File: config.mk
export PLATFORM = sky130hd
export DESIGN_NAME = number_to_word_tokens_unit
export DESIGN_NICKNAME = d
export VERILOG_FILES = /design/src/design/ntw_pkg.sv /design/src/design/ntw_ctrl.sv /design/src/design/ntw_datapath.sv /design/src/design/number_to_word_tokens_unit.sv
export SDC_FILE = /design/constraint.sdc
export NUM_CORES = 1
export LEC_CHECK = 0
export BUFFER_PORTS_ARGS = -buffer_cell sky130_fd_sc_hd__buf_2
export CORE_AREA = 3 3 112 114
export CTS_BUF_LIST = sky130_fd_sc_hd__clkbuf_8
export CTS_CLUSTER_SIZE = 20
export DETAILED_ROUTE_END_ITERATION = 10
export DIE_AREA = 0 0 115 117
export GPL_ROUTABILITY_DRIVEN = 0
export PLACE_DENSITY_LB_ADDON = 0.1
export SYNTH_ARGS = -nofsm -noshare
export SYNTH_HDL_FRONTEND = slang
export SYNTH_SLANG_ARGS = --single-unit
File: constraint.sdc
create_clock -name clock -period 3.5 [get_ports clock]
set_input_delay 0.525 -clock clock [delete_from_list [all_inputs] [get_ports clock]]
set_output_delay 0.525 -clock clock [all_outputs]
set_load 0.005 [all_outputs]
File: src/design/ntw_pkg.sv
package ntw_pkg;

   localparam int NUMBER_W = 31;
   localparam int WORD_W   = 5;
   localparam int BIN_W    = 32;              // number padded to an even bit count
   localparam int DIGITS   = 10;
   localparam int BCD_W    = 4 * DIGITS;
   localparam int CONV_STEPS = BIN_W / 2;     // two bits per cycle
   localparam int CNT_W    = $clog2(CONV_STEPS);
   localparam int GROUPS   = 4;
   localparam int PHASES   = 5;
   localparam int MASK_W   = GROUPS * PHASES;

   localparam logic [WORD_W-1:0] W_ZERO     = 5'd0;
   localparam logic [WORD_W-1:0] W_TEN      = 5'd10;
   localparam logic [WORD_W-1:0] W_TENS_OFS = 5'd18;
   localparam logic [WORD_W-1:0] W_HUNDRED  = 5'd28;

   typedef enum logic [1:0] {
      ST_IDLE,
      ST_CONVERT,
      ST_MASK,
      ST_EMIT
   } state_type;

   // token slot within one base-1000 group
   typedef enum logic [2:0] {
      PH_HUND,
      PH_HUNDRED,
      PH_TENS,
      PH_UNIT,
      PH_SCALE
   } phase_type;

   typedef struct packed {
      logic load;
      logic step;
      logic build;
      logic emit;
   } cmd_type;

   typedef struct packed {
      logic conv_done;
      logic last;
   } status_type;

   // one double-dabble iteration
   function automatic logic [BCD_W-1:0] dabble(input logic [BCD_W-1:0] bcd,
                                               input logic in_bit);
      logic [BCD_W-1:0] adj;
      adj = bcd;
      for (int d = 0; d < DIGITS; d++) begin
         if (bcd[4*d +: 4] >= 4'd5) begin
            adj[4*d +: 4] = bcd[4*d +: 4] + 4'd3;
         end
      end
      return {adj[BCD_W-2:0], in_bit};
   endfunction

   function automatic logic [WORD_W-1:0] token_word(input logic [11:0] grp,
                                                    input phase_type ph,
                                                    input logic [1:0] scale);
      logic [3:0] h;
      logic [3:0] t;
      logic [3:0] u;
      logic [WORD_W-1:0] w;
      h = grp[11:8];
      t = grp[7:4];
      u = grp[3:0];
      unique case (ph)
         PH_HUND:    w = {1'b0, h};
         PH_HUNDRED: w = W_HUNDRED;
         PH_TENS: begin
            if (t == 4'd0) begin
               w = {1'b0, u};
            end else if (t == 4'd1) begin
               w = W_TEN + {1'b0, u};
            end else begin
               w = W_TENS_OFS + {1'b0, t};
            end
         end
         PH_UNIT:    w = {1'b0, u};
         PH_SCALE:   w = W_HUNDRED + {3'b000, scale};
         default:    w = W_ZERO;
      endcase
      return w;
   endfunction

endpackage

File: src/design/ntw_ctrl.sv
module ntw_ctrl (
   input  logic                  clock,
   input  logic                  reset,
   input  logic                  start,
   input  ntw_pkg::status_type   status,
   output ntw_pkg::cmd_type      cmd,
   output logic                  busy,
   output logic                  rsp_valid
);
   import ntw_pkg::*;

   state_type state_ff;
   state_type state_in;

   always_ff @(posedge clock) begin
      if (reset) begin
         state_ff <= ST_IDLE;
      end else begin
         state_ff <= state_in;
      end
   end

   always_comb begin
      state_in = state_ff;
      unique case (state_ff)
         ST_IDLE: begin
            if (start) state_in = ST_CONVERT;
         end
         ST_CONVERT: begin
            if (status.conv_done) state_in = ST_MASK;
         end
         ST_MASK:  state_in = ST_EMIT;
         ST_EMIT: begin
            if (status.last) state_in = ST_IDLE;
         end
         default:  state_in = ST_IDLE;
      endcase
   end

   always_comb begin
      cmd       = '0;
      busy      = 1'b1;
      rsp_valid = 1'b0;
      unique case (state_ff)
         ST_IDLE: begin
            busy     = 1'b0;
            cmd.load = start;
         end
         ST_CONVERT: cmd.step = 1'b1;
         ST_MASK:    cmd.build = 1'b1;
         ST_EMIT: begin
            cmd.emit  = 1'b1;
            rsp_valid = 1'b1;
         end
         default:    busy = 1'b0;
      endcase
   end

endmodule

File: src/design/ntw_datapath.sv
module ntw_datapath (
   input  logic                           clock,
   input  logic                           reset,
   input  ntw_pkg::cmd_type               cmd,
   input  logic [ntw_pkg::NUMBER_W-1:0]   req_number,
   output ntw_pkg::status_type            status,
   output logic [ntw_pkg::WORD_W-1:0]     rsp_word,
   output logic                           rsp_last_word
);
   import ntw_pkg::*;

   logic [BIN_W-1:0]  bin_ff;
   logic [BCD_W-1:0]  bcd_ff;
   logic [CNT_W-1:0]  cnt_ff;
   logic [MASK_W-1:0] mask_ff;
   logic [MASK_W-1:0] mask_in;
   logic [MASK_W-1:0] mask_rest;
   logic [11:0]       grp [GROUPS];
   logic [1:0]        sel_grp;
   phase_type         sel_ph;

   // groups ordered most significant first; the billions group has one digit
   always_comb begin
      grp[0] = {8'h00, bcd_ff[39:36]};
      grp[1] = bcd_ff[35:24];
      grp[2] = bcd_ff[23:12];
      grp[3] = bcd_ff[11:0];
   end

   always_comb begin
      for (int g = 0; g < GROUPS; g++) begin
         mask_in[g*PHASES + int'(PH_HUND)]    = grp[g][11:8] != 4'd0;
         mask_in[g*PHASES + int'(PH_HUNDRED)] = grp[g][11:8] != 4'd0;
         mask_in[g*PHASES + int'(PH_TENS)]    = grp[g][7:0] != 8'd0;
         mask_in[g*PHASES + int'(PH_UNIT)]    = grp[g][7:4] >= 4'd2 && grp[g][3:0] != 4'd0;
         mask_in[g*PHASES + int'(PH_SCALE)]   = g != GROUPS - 1 && grp[g] != 12'd0;
      end
   end

   // pick the first pending token slot
   always_comb begin
      logic found;
      found   = 1'b0;
      sel_grp = '0;
      sel_ph  = PH_HUND;
      for (int g = 0; g < GROUPS; g++) begin
         for (int p = 0; p < PHASES; p++) begin
            if (mask_ff[g*PHASES + p] && !found) begin
               found   = 1'b1;
               sel_grp = 2'(g);
               sel_ph  = phase_type'(3'(p));
            end
         end
      end
   end

   assign mask_rest = mask_ff & (mask_ff - 1'b1);

   // empty mask means the number was zero
   assign rsp_word = (mask_ff == '0) ? W_ZERO
                   : token_word(grp[sel_grp], sel_ph, 2'd3 - sel_grp);
   assign rsp_last_word = mask_rest == '0;

   assign status.conv_done = cnt_ff == CNT_W'(CONV_STEPS - 1);
   assign status.last      = rsp_last_word;

   always_ff @(posedge clock) begin
      if (reset) begin
         cnt_ff <= '0;
      end else if (cmd.load) begin
         cnt_ff <= '0;
      end else if (cmd.step) begin
         cnt_ff <= cnt_ff + 1'b1;
      end
   end

   always_ff @(posedge clock) begin
      if (cmd.load) begin
         bin_ff <= {{(BIN_W-NUMBER_W){1'b0}}, req_number};
         bcd_ff <= '0;
      end else if (cmd.step) begin
         bin_ff <= {bin_ff[BIN_W-3:0], 2'b00};
         bcd_ff <= dabble(dabble(bcd_ff, bin_ff[BIN_W-1]), bin_ff[BIN_W-2]);
      end
      if (cmd.build) begin
         mask_ff <= mask_in;
      end else if (cmd.emit) begin
         mask_ff <= mask_rest;
      end
   end

endmodule

File: src/design/number_to_word_tokens_unit.sv
// Channel  | Ports                                  | Transfer
// ---------+----------------------------------------+-----------------------------
// request  | start, busy, req_number[30:0]          | start high while busy low
// response | rsp_valid, rsp_word[4:0], rsp_last_word| one cycle per word, no stall
//
// One number gives N = 1..16 word tokens: the load in idle, binary to BCD
// conversion (two bits per cycle through the double-dabble register), the
// token mask build, then one token per cycle.
// busy stays high from the accepted transaction until the last token's cycle.
// Reset is synchronous and returns the controller to idle; nothing else to clear.
// The receiver cannot stall; tokens go out on consecutive cycles.
module number_to_word_tokens_unit (
   input  logic                           clock,
   input  logic                           reset,
   input  logic                           start,
   output logic                           busy,
   input  logic [ntw_pkg::NUMBER_W-1:0]   req_number,
   output logic                           rsp_valid,
   output logic [ntw_pkg::WORD_W-1:0]     rsp_word,
   output logic                           rsp_last_word
);
   import ntw_pkg::*;

   cmd_type    cmd;
   status_type status;

   ntw_ctrl u_ctrl (
      .clock     (clock),
      .reset     (reset),
      .start     (start),
      .status    (status),
      .cmd       (cmd),
      .busy      (busy),
      .rsp_valid (rsp_valid)
   );

   ntw_datapath u_datapath (
      .clock         (clock),
      .reset         (reset),
      .cmd           (cmd),
      .req_number    (req_number),
      .status        (status),
      .rsp_word      (rsp_word),
      .rsp_last_word (rsp_last_word)
   );

endmodule

==> flow_metrics.tcl, run 1 <==
set metrics [dict create \
    run_status "complete, but fails checks" \
    violated_checks "setup timing" \
    first_iter_violations 418 \
    synth-main-ff-cell "sky130_fd_sc_hd__dfxtp_1" \
    synth.net_count 918 \
    clkLatencyLatePin_ps 390 \
    areaGrowthSynthToFinish_pct 11.9 \
    numCtsBuffers 9 \
    worst_slew_pin_slew_ps 1000 \
    crit_fanout 4 \
    setup-tns-final_ps -893 \
    hold_violations 0 \
    drtAntennaViolNets 0 \
    yosys_register_bits 96 \
    hold_path.class "input pin to flop" \
    netlist_area_um2 6990 \
    cts.sink_count 96 \
    pwr_density_cell_nw_per_um2 1030 \
    timing.fmax_mhz 269 \
    groute.usage.overall_pct 25.4 \
    timing.reg2reg.setup_slack_ps 680 \
    design.final.nets 970 \
    timing.critical_path.from_type "flop" \
    synthDistinctLibCells 63 \
    synth-warning-count 0 \
    fin_total_pwr_mw 8.06 \
    comb_power_share_pct 62.4 \
    remaining_drc_errors 0 \
    worst-endpoint-required_ps 2970 \
    grt_overflow_total 0 \
    cp_num_buf_inv 2 \
    synthMuxAreaShare_pct 6.86 \
    grt_first_pass_wirelength_um 27500 \
    nFillCells 956 \
    cts_root_buf "sky130_fd_sc_hd__clkbuf_8" \
    wl_per_cell_um 16.6 \
    fp_rows 39 \
    finalSetupViolCount 5 \
    synth-compound-area-share_pct 19.0 \
    cts_tree "yes" \
    timing.final.crit_period_ps 3720 \
    detail_route.vias_per_cell 5.96 \
    synthAdderAreaFrac_pct 10.8 \
    intPower_mw 4.20 \
    worst_slack_ps -216 \
    power_switching_mw 3.85 \
    max_cap_viol_count 0 \
    buffer_ports.inserted 41 \
    worstPathArrival_ps 3190 \
    switching_fraction_of_total_power_pct 47.8 \
    worstSetupEndpointType "output pin" \
    synth_top_family_by_area "simple AND/OR/NAND/NOR gates" \
    cts_buffer_depth 2 \
    grt_start_max_net_pins 52 \
    fin_worst_hold_slack_ps 376 \
    avgSynthCellArea_um2 8.47 \
    crit_chain "or4_4, a211o_1, a31oi_4, mux2_4, inv_2, ha_1, xnor2_1, a21o_1, a211oi_2, buf_2" \
    synth-edff-count 47 \
    detailedPlacementHpwl_um 12100 \
    initial_core_util_pct 60.7 \
    placement.setup.worst_slack_ps -20.3 \
    clock-skew-final_ps 11.5 \
    totalWireLength_um 17000 \
    area_share_of_the_leading_cell_type_in_the_synthesized_netlist_pct 20.2 \
    htree_levels 3 \
    power.static_leakage_nw 3.35 \
    first_global_vias 5691 \
    synth_largest_area_cell "sky130_fd_sc_hd__edfxtp_1" \
    clkTransAtPathRegs_ps 100 \
    die_w_um 115 \
    die_area_um2 13500 \
    antenna_cells_inserted 0 \
    cp_slowest_stage_delay_ps 580 \
    hold_fix_buffer_count_after_cts 0 \
    postLayoutCoreUtil_pct 67.9 \
    drt_pass1_iterations 5 \
    route.vias.total 6104 \
    die_y_extent_um 117 \
    critical_path.top_delay_family "compound AO/OA/AOI/OAI gates" \
    synth_async_sr_flop_share_pct 0 \
    synth_simple_gate_area_share_pct 20.1 \
    netlist_top_cells_area "sky130_fd_sc_hd__edfxtp_1 20%, sky130_fd_sc_hd__dfxtp_1 14%, sky130_fd_sc_hd__ha_1 11%, sky130_fd_sc_hd__nand2_1 6.3%, sky130_fd_sc_hd__mux2i_1 4.9%" \
    power.share.sequential_pct 28.8 \
    drive_above_1_share_pct 16.6 \
    relSlewSlack_pct 33.0 \
    finalCritPeriodShare_pct 106 \
    rsz0062_at_grt "true" \
    floorplan.io_pins 42 \
    synth_cells 825 \
    synth_xor_area_share_pct 3.26 \
    ir_drop_uv 627 \
    floorplan.core_area_um2 11500 \
    synth_seq_area_share_pct 34.2 \
    final_max_slew_viol_count 0 \
    cp_slowest_cell "sky130_fd_sc_hd__or4_4" \
    antenna_found_initial 0 \
    crit_type "flop to output pin" \
    clock_power_share_pct 8.7 \
]
## through the flow
stage / instances / instance area, um^2
final: 1025 / 7820
after global routing: 1025 / 7820
after CTS: 1022 / 7720
after detailed placement: 997 / 7420
after global placement: 997 / 7420
after floorplan: 825 / 6990
## state kept, by name (all words and copies together), names as in the netlist
signal,count
u_datapath.cnt_ff,4
u_ctrl.state_ff,2
u_datapath.bcd_ff,40
u_datapath.bin_ff,32
u_datapath.mask_ff,18
## area by class of cell
type	instances	area (um^2)	area share (%)
clock buffers	9	124	1.58
well taps	143	179	2.29
clock inverters	7	52.6	0.672
flip-flops and latches	96	2390	30.6
multi-input cells	634	4330	55.3
repair buffers	79	531	6.79
inverters	57	214	2.74
## cell usage after synthesis (all sizes together), types with 3 or more instances
master and instances:
clkbuf 29, a31o 5, inv 57, o21ai 30, a31oi 6, mux2i 34
o41ai 6, or3 6, nand2b 23, a211oi 42, xor2 3, mux2 12
edfxtp 47, nor4 4, nor3b 21, nand3 7, buf 10, a22oi 5
ha 59, xnor2 23, nand4 3, o31ai 4, dfxtp 49, nor2 88
o211ai 5, o21a 4, or4 4, a21o 5, a21oi 63, nand2 119
o22ai 4, and3 4, nor3 19
## what timing repair did
item / CTS / global route
endpoints found under the hold margin: 0 / 0
resized for setup: 14 / 14
gates cloned: 1 / 0
buffers inserted: 8 / 3
setup endpoints to repair: 5 / 5
pin swaps: 6 / 7
## cells in the final DEF, fill, tap and decap left out, types with 27 or more instances in the layout
cell,synthesis,layout
sky130_fd_sc_hd__ha_1,59,58
sky130_fd_sc_hd__buf_2,2,41
sky130_fd_sc_hd__edfxtp_1,47,47
sky130_fd_sc_hd__nand2_1,118,118
sky130_fd_sc_hd__a211oi_1,42,40
sky130_fd_sc_hd__dfxtp_1,49,49
sky130_fd_sc_hd__a21oi_1,62,59
sky130_fd_sc_hd__nor2_1,88,88
sky130_fd_sc_hd__mux2i_1,34,31
sky130_fd_sc_hd__inv_1,57,56
sky130_fd_sc_hd__o21ai_0,28,27
sky130_fd_sc_hd__buf_4,0,32
## worst paths after layout
| check | start | end | cells after the start |
|---|---|---|---|
| max | u_datapath.mask_ff[13]$_DFFE_PP_ | rsp_word[3] | 10 |
| min | reset | u_datapath.cnt_ff[0]$_SDFFE_PP0P_ | 2 |
| max reg2reg | u_datapath.mask_ff[5]$_DFFE_PP_ | u_ctrl.state_ff[0]$_SDFFE_PP0P_ | 8 |
| min reg2reg | u_datapath.bin_ff[29]$_DFFE_PP_ | u_datapath.bin_ff[31]$_SDFFE_PP0P_ | 2 |
## metal layers
| layer | GRT usage, % | up-vias | wire length (um) |
|---|---|---|---|
| met4 | 10.5 | 0 | 490 |
| met3 | 3.34 | 42 | 885 |
| li1 | - | 3015 | - |
| met5 | 0 | - | 0 |
| met2 | 41.3 | 204 | 8080 |
| met1 | 34.3 | 2843 | 7590 |
## power by group through the flow
stage / logic, mW / clock network, mW / registers, mW
2_1_floorplan: 3.83 / 0 / 2.12
3_3_place_gp: 4.57 / 0 / 2.29
3_5_place_dp: 4.82 / 0 / 2.32
4_1_cts: 4.94 / 0.712 / 2.30
5_1_grt: 5.67 / 0.753 / 2.38
6_report: 5.03 / 0.704 / 2.32
## kinds of logic after synthesis
logic type / Yosys count
multiplexers: 46
flip-flops: 96
AO/OA/AOI/OAI: 198
XOR/XNOR: 26
AND/OR/NAND/NOR: 302
adder cells (fa/ha/maj): 61
buffers and inverters: 96
Note: power is estimated with default switching activity, not from simulation.
==> inputs of run 2 (changes only) <==
--- a/config.mk
+++ b/config.mk
@@ -6,11 +6,11 @@
 export NUM_CORES = 1
 export LEC_CHECK = 0
 export BUFFER_PORTS_ARGS = -buffer_cell sky130_fd_sc_hd__buf_2
-export CORE_AREA = 3 3 112 114
+export CORE_AREA = 3 3 110 112
 export CTS_BUF_LIST = sky130_fd_sc_hd__clkbuf_8
 export CTS_CLUSTER_SIZE = 20
 export DETAILED_ROUTE_END_ITERATION = 10
-export DIE_AREA = 0 0 115 117
+export DIE_AREA = 0 0 113 115
 export GPL_ROUTABILITY_DRIVEN = 0
 export PLACE_DENSITY_LB_ADDON = 0.1
 export SYNTH_ARGS = -nofsm -noshare
==> run 2 against run 1 <==
The flow still finishes with violations (setup timing); die area fell by 3.4%; largest cell class unchanged; cell area did not move; sequential power barely moved; critical path type unchanged.
==> flow_metrics.tcl, run 2 (synthesized netlist as in run 1, its figures left out) <==
set metrics [dict create \
    power.static_leakage_nw 3.36 \
    number_of_stages_on_the_worst_hold_path 2 \
    first_global_vias 5572 \
    totalWireLength_um 16400 \
    hold_violations 0 \
    worst-endpoint-required_ps 2970 \
    worstPathArrival_ps 3120 \
    worst_hold_path.endpoint "u_datapath.cnt_ff[0]$_SDFFE_PP0P_" \
    pwr_density_cell_nw_per_um2 1020 \
    fin_area_um2 7820 \
    detailedPlacementHpwl_um 11800 \
    numCtsBuffers 9 \
    timing.fmax_mhz 274 \
    terminus_of_the_critical_flop_to_flop_path "u_ctrl.state_ff[0]$_SDFFE_PP0P_" \
    route.vias.total 6012 \
    max_cap_viol_count 0 \
    clkLatencyLatePin_ps 380 \
    design.final.nets 967 \
    drt_pass1_iterations 5 \
    grt_start_max_net_pins 71 \
    crit_fanout 4 \
    mostFrequentLayoutCell "sky130_fd_sc_hd__nand2_1" \
    worstSetupEndpointType "output pin" \
    antenna_found_initial 0 \
    remaining_drc_errors 0 \
    clkTransAtPathRegs_ps 110 \
    drtAntennaViolNets 0 \
    die_y_extent_um 115 \
    final_max_slew_viol_count 0 \
    run_status "complete, but fails checks" \
    timing.rr.start "u_datapath.mask_ff[10]$_DFFE_PP_" \
    floorplan.io_pins 42 \
    rsz0062_at_grt "true" \
    nFillCells 913 \
    timing.critical_path.from_type "flop" \
    cts_buffer_depth 2 \
    fp_rows 39 \
    hold_start "reset" \
    htree_levels 3 \
    timing.final.crit_period_ps 3650 \
    die_area_um2 13000 \
    crit_type "flop to output pin" \
    floorplan.core_area_um2 11300 \
    violated_checks "setup timing" \
    placement.setup.worst_slack_ps 66.9 \
    layout_common_cells "119 x sky130_fd_sc_hd__nand2_1, 86 x sky130_fd_sc_hd__nor2_1, 61 x sky130_fd_sc_hd__a21oi_1" \
    finalSetupViolCount 5 \
    antenna_cells_inserted 0 \
    timing.critical_path.from "u_datapath.mask_ff[7]$_DFFE_PP_" \
    finalCritPeriodShare_pct 104 \
    die_w_um 113 \
    hold_fix_buffer_count_after_cts 0 \
    hold_path.class "input pin to flop" \
    r2r_cells 8 \
    grt_overflow_total 0 \
    largest_register "u_datapath.bcd_ff" \
    relSlewSlack_pct 31.5 \
    grt_first_pass_wirelength_um 27000 \
    worst_slew_pin_slew_ps 1020 \
    detail_route.vias_per_cell 5.88 \
    first_iter_violations 445 \
    cts_root_buf "sky130_fd_sc_hd__clkbuf_8" \
    layout_top_registers "u_datapath.bcd_ff x40, u_datapath.bin_ff x32, u_datapath.mask_ff x18" \
    areaGrowthSynthToFinish_pct 11.9 \
    groute.usage.overall_pct 25.2 \
    clock-skew-final_ps 13.2 \
    ir_drop_uv 516 \
    wl_per_cell_um 16.0 \
    timing.reg2reg.setup_slack_ps 760 \
    initial_core_util_pct 61.7 \
    cts.sink_count 96 \
    post_dp_cell_area_um2 7380 \
    drive_above_1_share_pct 16.6 \
    buffer_ports.inserted 41 \
    worst_slack_ps -146 \
    flip_flop_count_of_the_largest_register_all_copies_and_words_added 40 \
    cts_tree "yes" \
]
## run 2: power by group
group / switching [mW] / internal [mW] / total, mW
Sequential: 0.521 / 1.82 / 2.35
Combinational: 2.84 / 2.08 / 4.92
Clock: 0.428 / 0.289 / 0.716
Total: 3.78 / 4.20 / 7.98
## run 2: timing repair
action	in CTS	in global routing
hold endpoints to repair	0	0
endpoints found under the setup margin	5	5
setup buffers	7	6
cloned	1	0
pin swaps	8	4
gates resized for setup	21	12
## run 2: routing by layer
metal	track usage (%)	routed length, um
met5	0	0
met4	7.77	233
met3	3.05	889
met2	41.2	7720
met1	35.3	7550
## run 2: how the worst max path moves through the flow
stage,slack [ps],to,cells past startpoint
2_1_floorplan,270,rsp_word[3],10
3_3_place_gp,200,rsp_word[3],10
3_5_place_dp,70,rsp_word[3],10
4_1_cts,-80,rsp_word[3],10
5_1_grt,-270,rsp_word[3],10
6_report,-150,rsp_word[3],10
## run 2: cell type report
type                            count  area (um^2)  share of cell area, %
Sequential cell                    96         2390                   30.6
Timing Repair Buffer               76          512                   6.55
Clock buffer                       10          138                   1.76
Clock inverter                      6         50.0                  0.640
Tap cell                          143          179                   2.29
Inverter                           57          214                   2.74
Multi-Input combinational cell    634         4330                   55.4
## run 2: worst max-delay path: stages (launching register included)
cell and delay [ps]:
sky130_fd_sc_hd__edfxtp_1 420, sky130_fd_sc_hd__or4_4 580, sky130_fd_sc_hd__nor3_4 260, sky130_fd_sc_hd__nand2_1 190, sky130_fd_sc_hd__buf_4 180, sky130_fd_sc_hd__mux2i_1 120
sky130_fd_sc_hd__mux2_4 310, sky130_fd_sc_hd__xnor2_1 130, sky130_fd_sc_hd__a21o_1 180, sky130_fd_sc_hd__a211oi_2 220, sky130_fd_sc_hd__buf_2 140
## run 2: per-stage QoR
stage	instances	utilization (%)	setup TNS [ps]	total power [mW]	hold slack, ps
2_1_floorplan	825	-	0	5.95	456
3_3_place_gp	992	65.2	0	6.83	473
3_5_place_dp	992	65.2	0	7.07	492
4_1_cts	1016	68.2	-236	7.90	380
5_1_grt	1022	69.1	-969	8.73	392
6_report	1022	69.1	-458	7.98	389
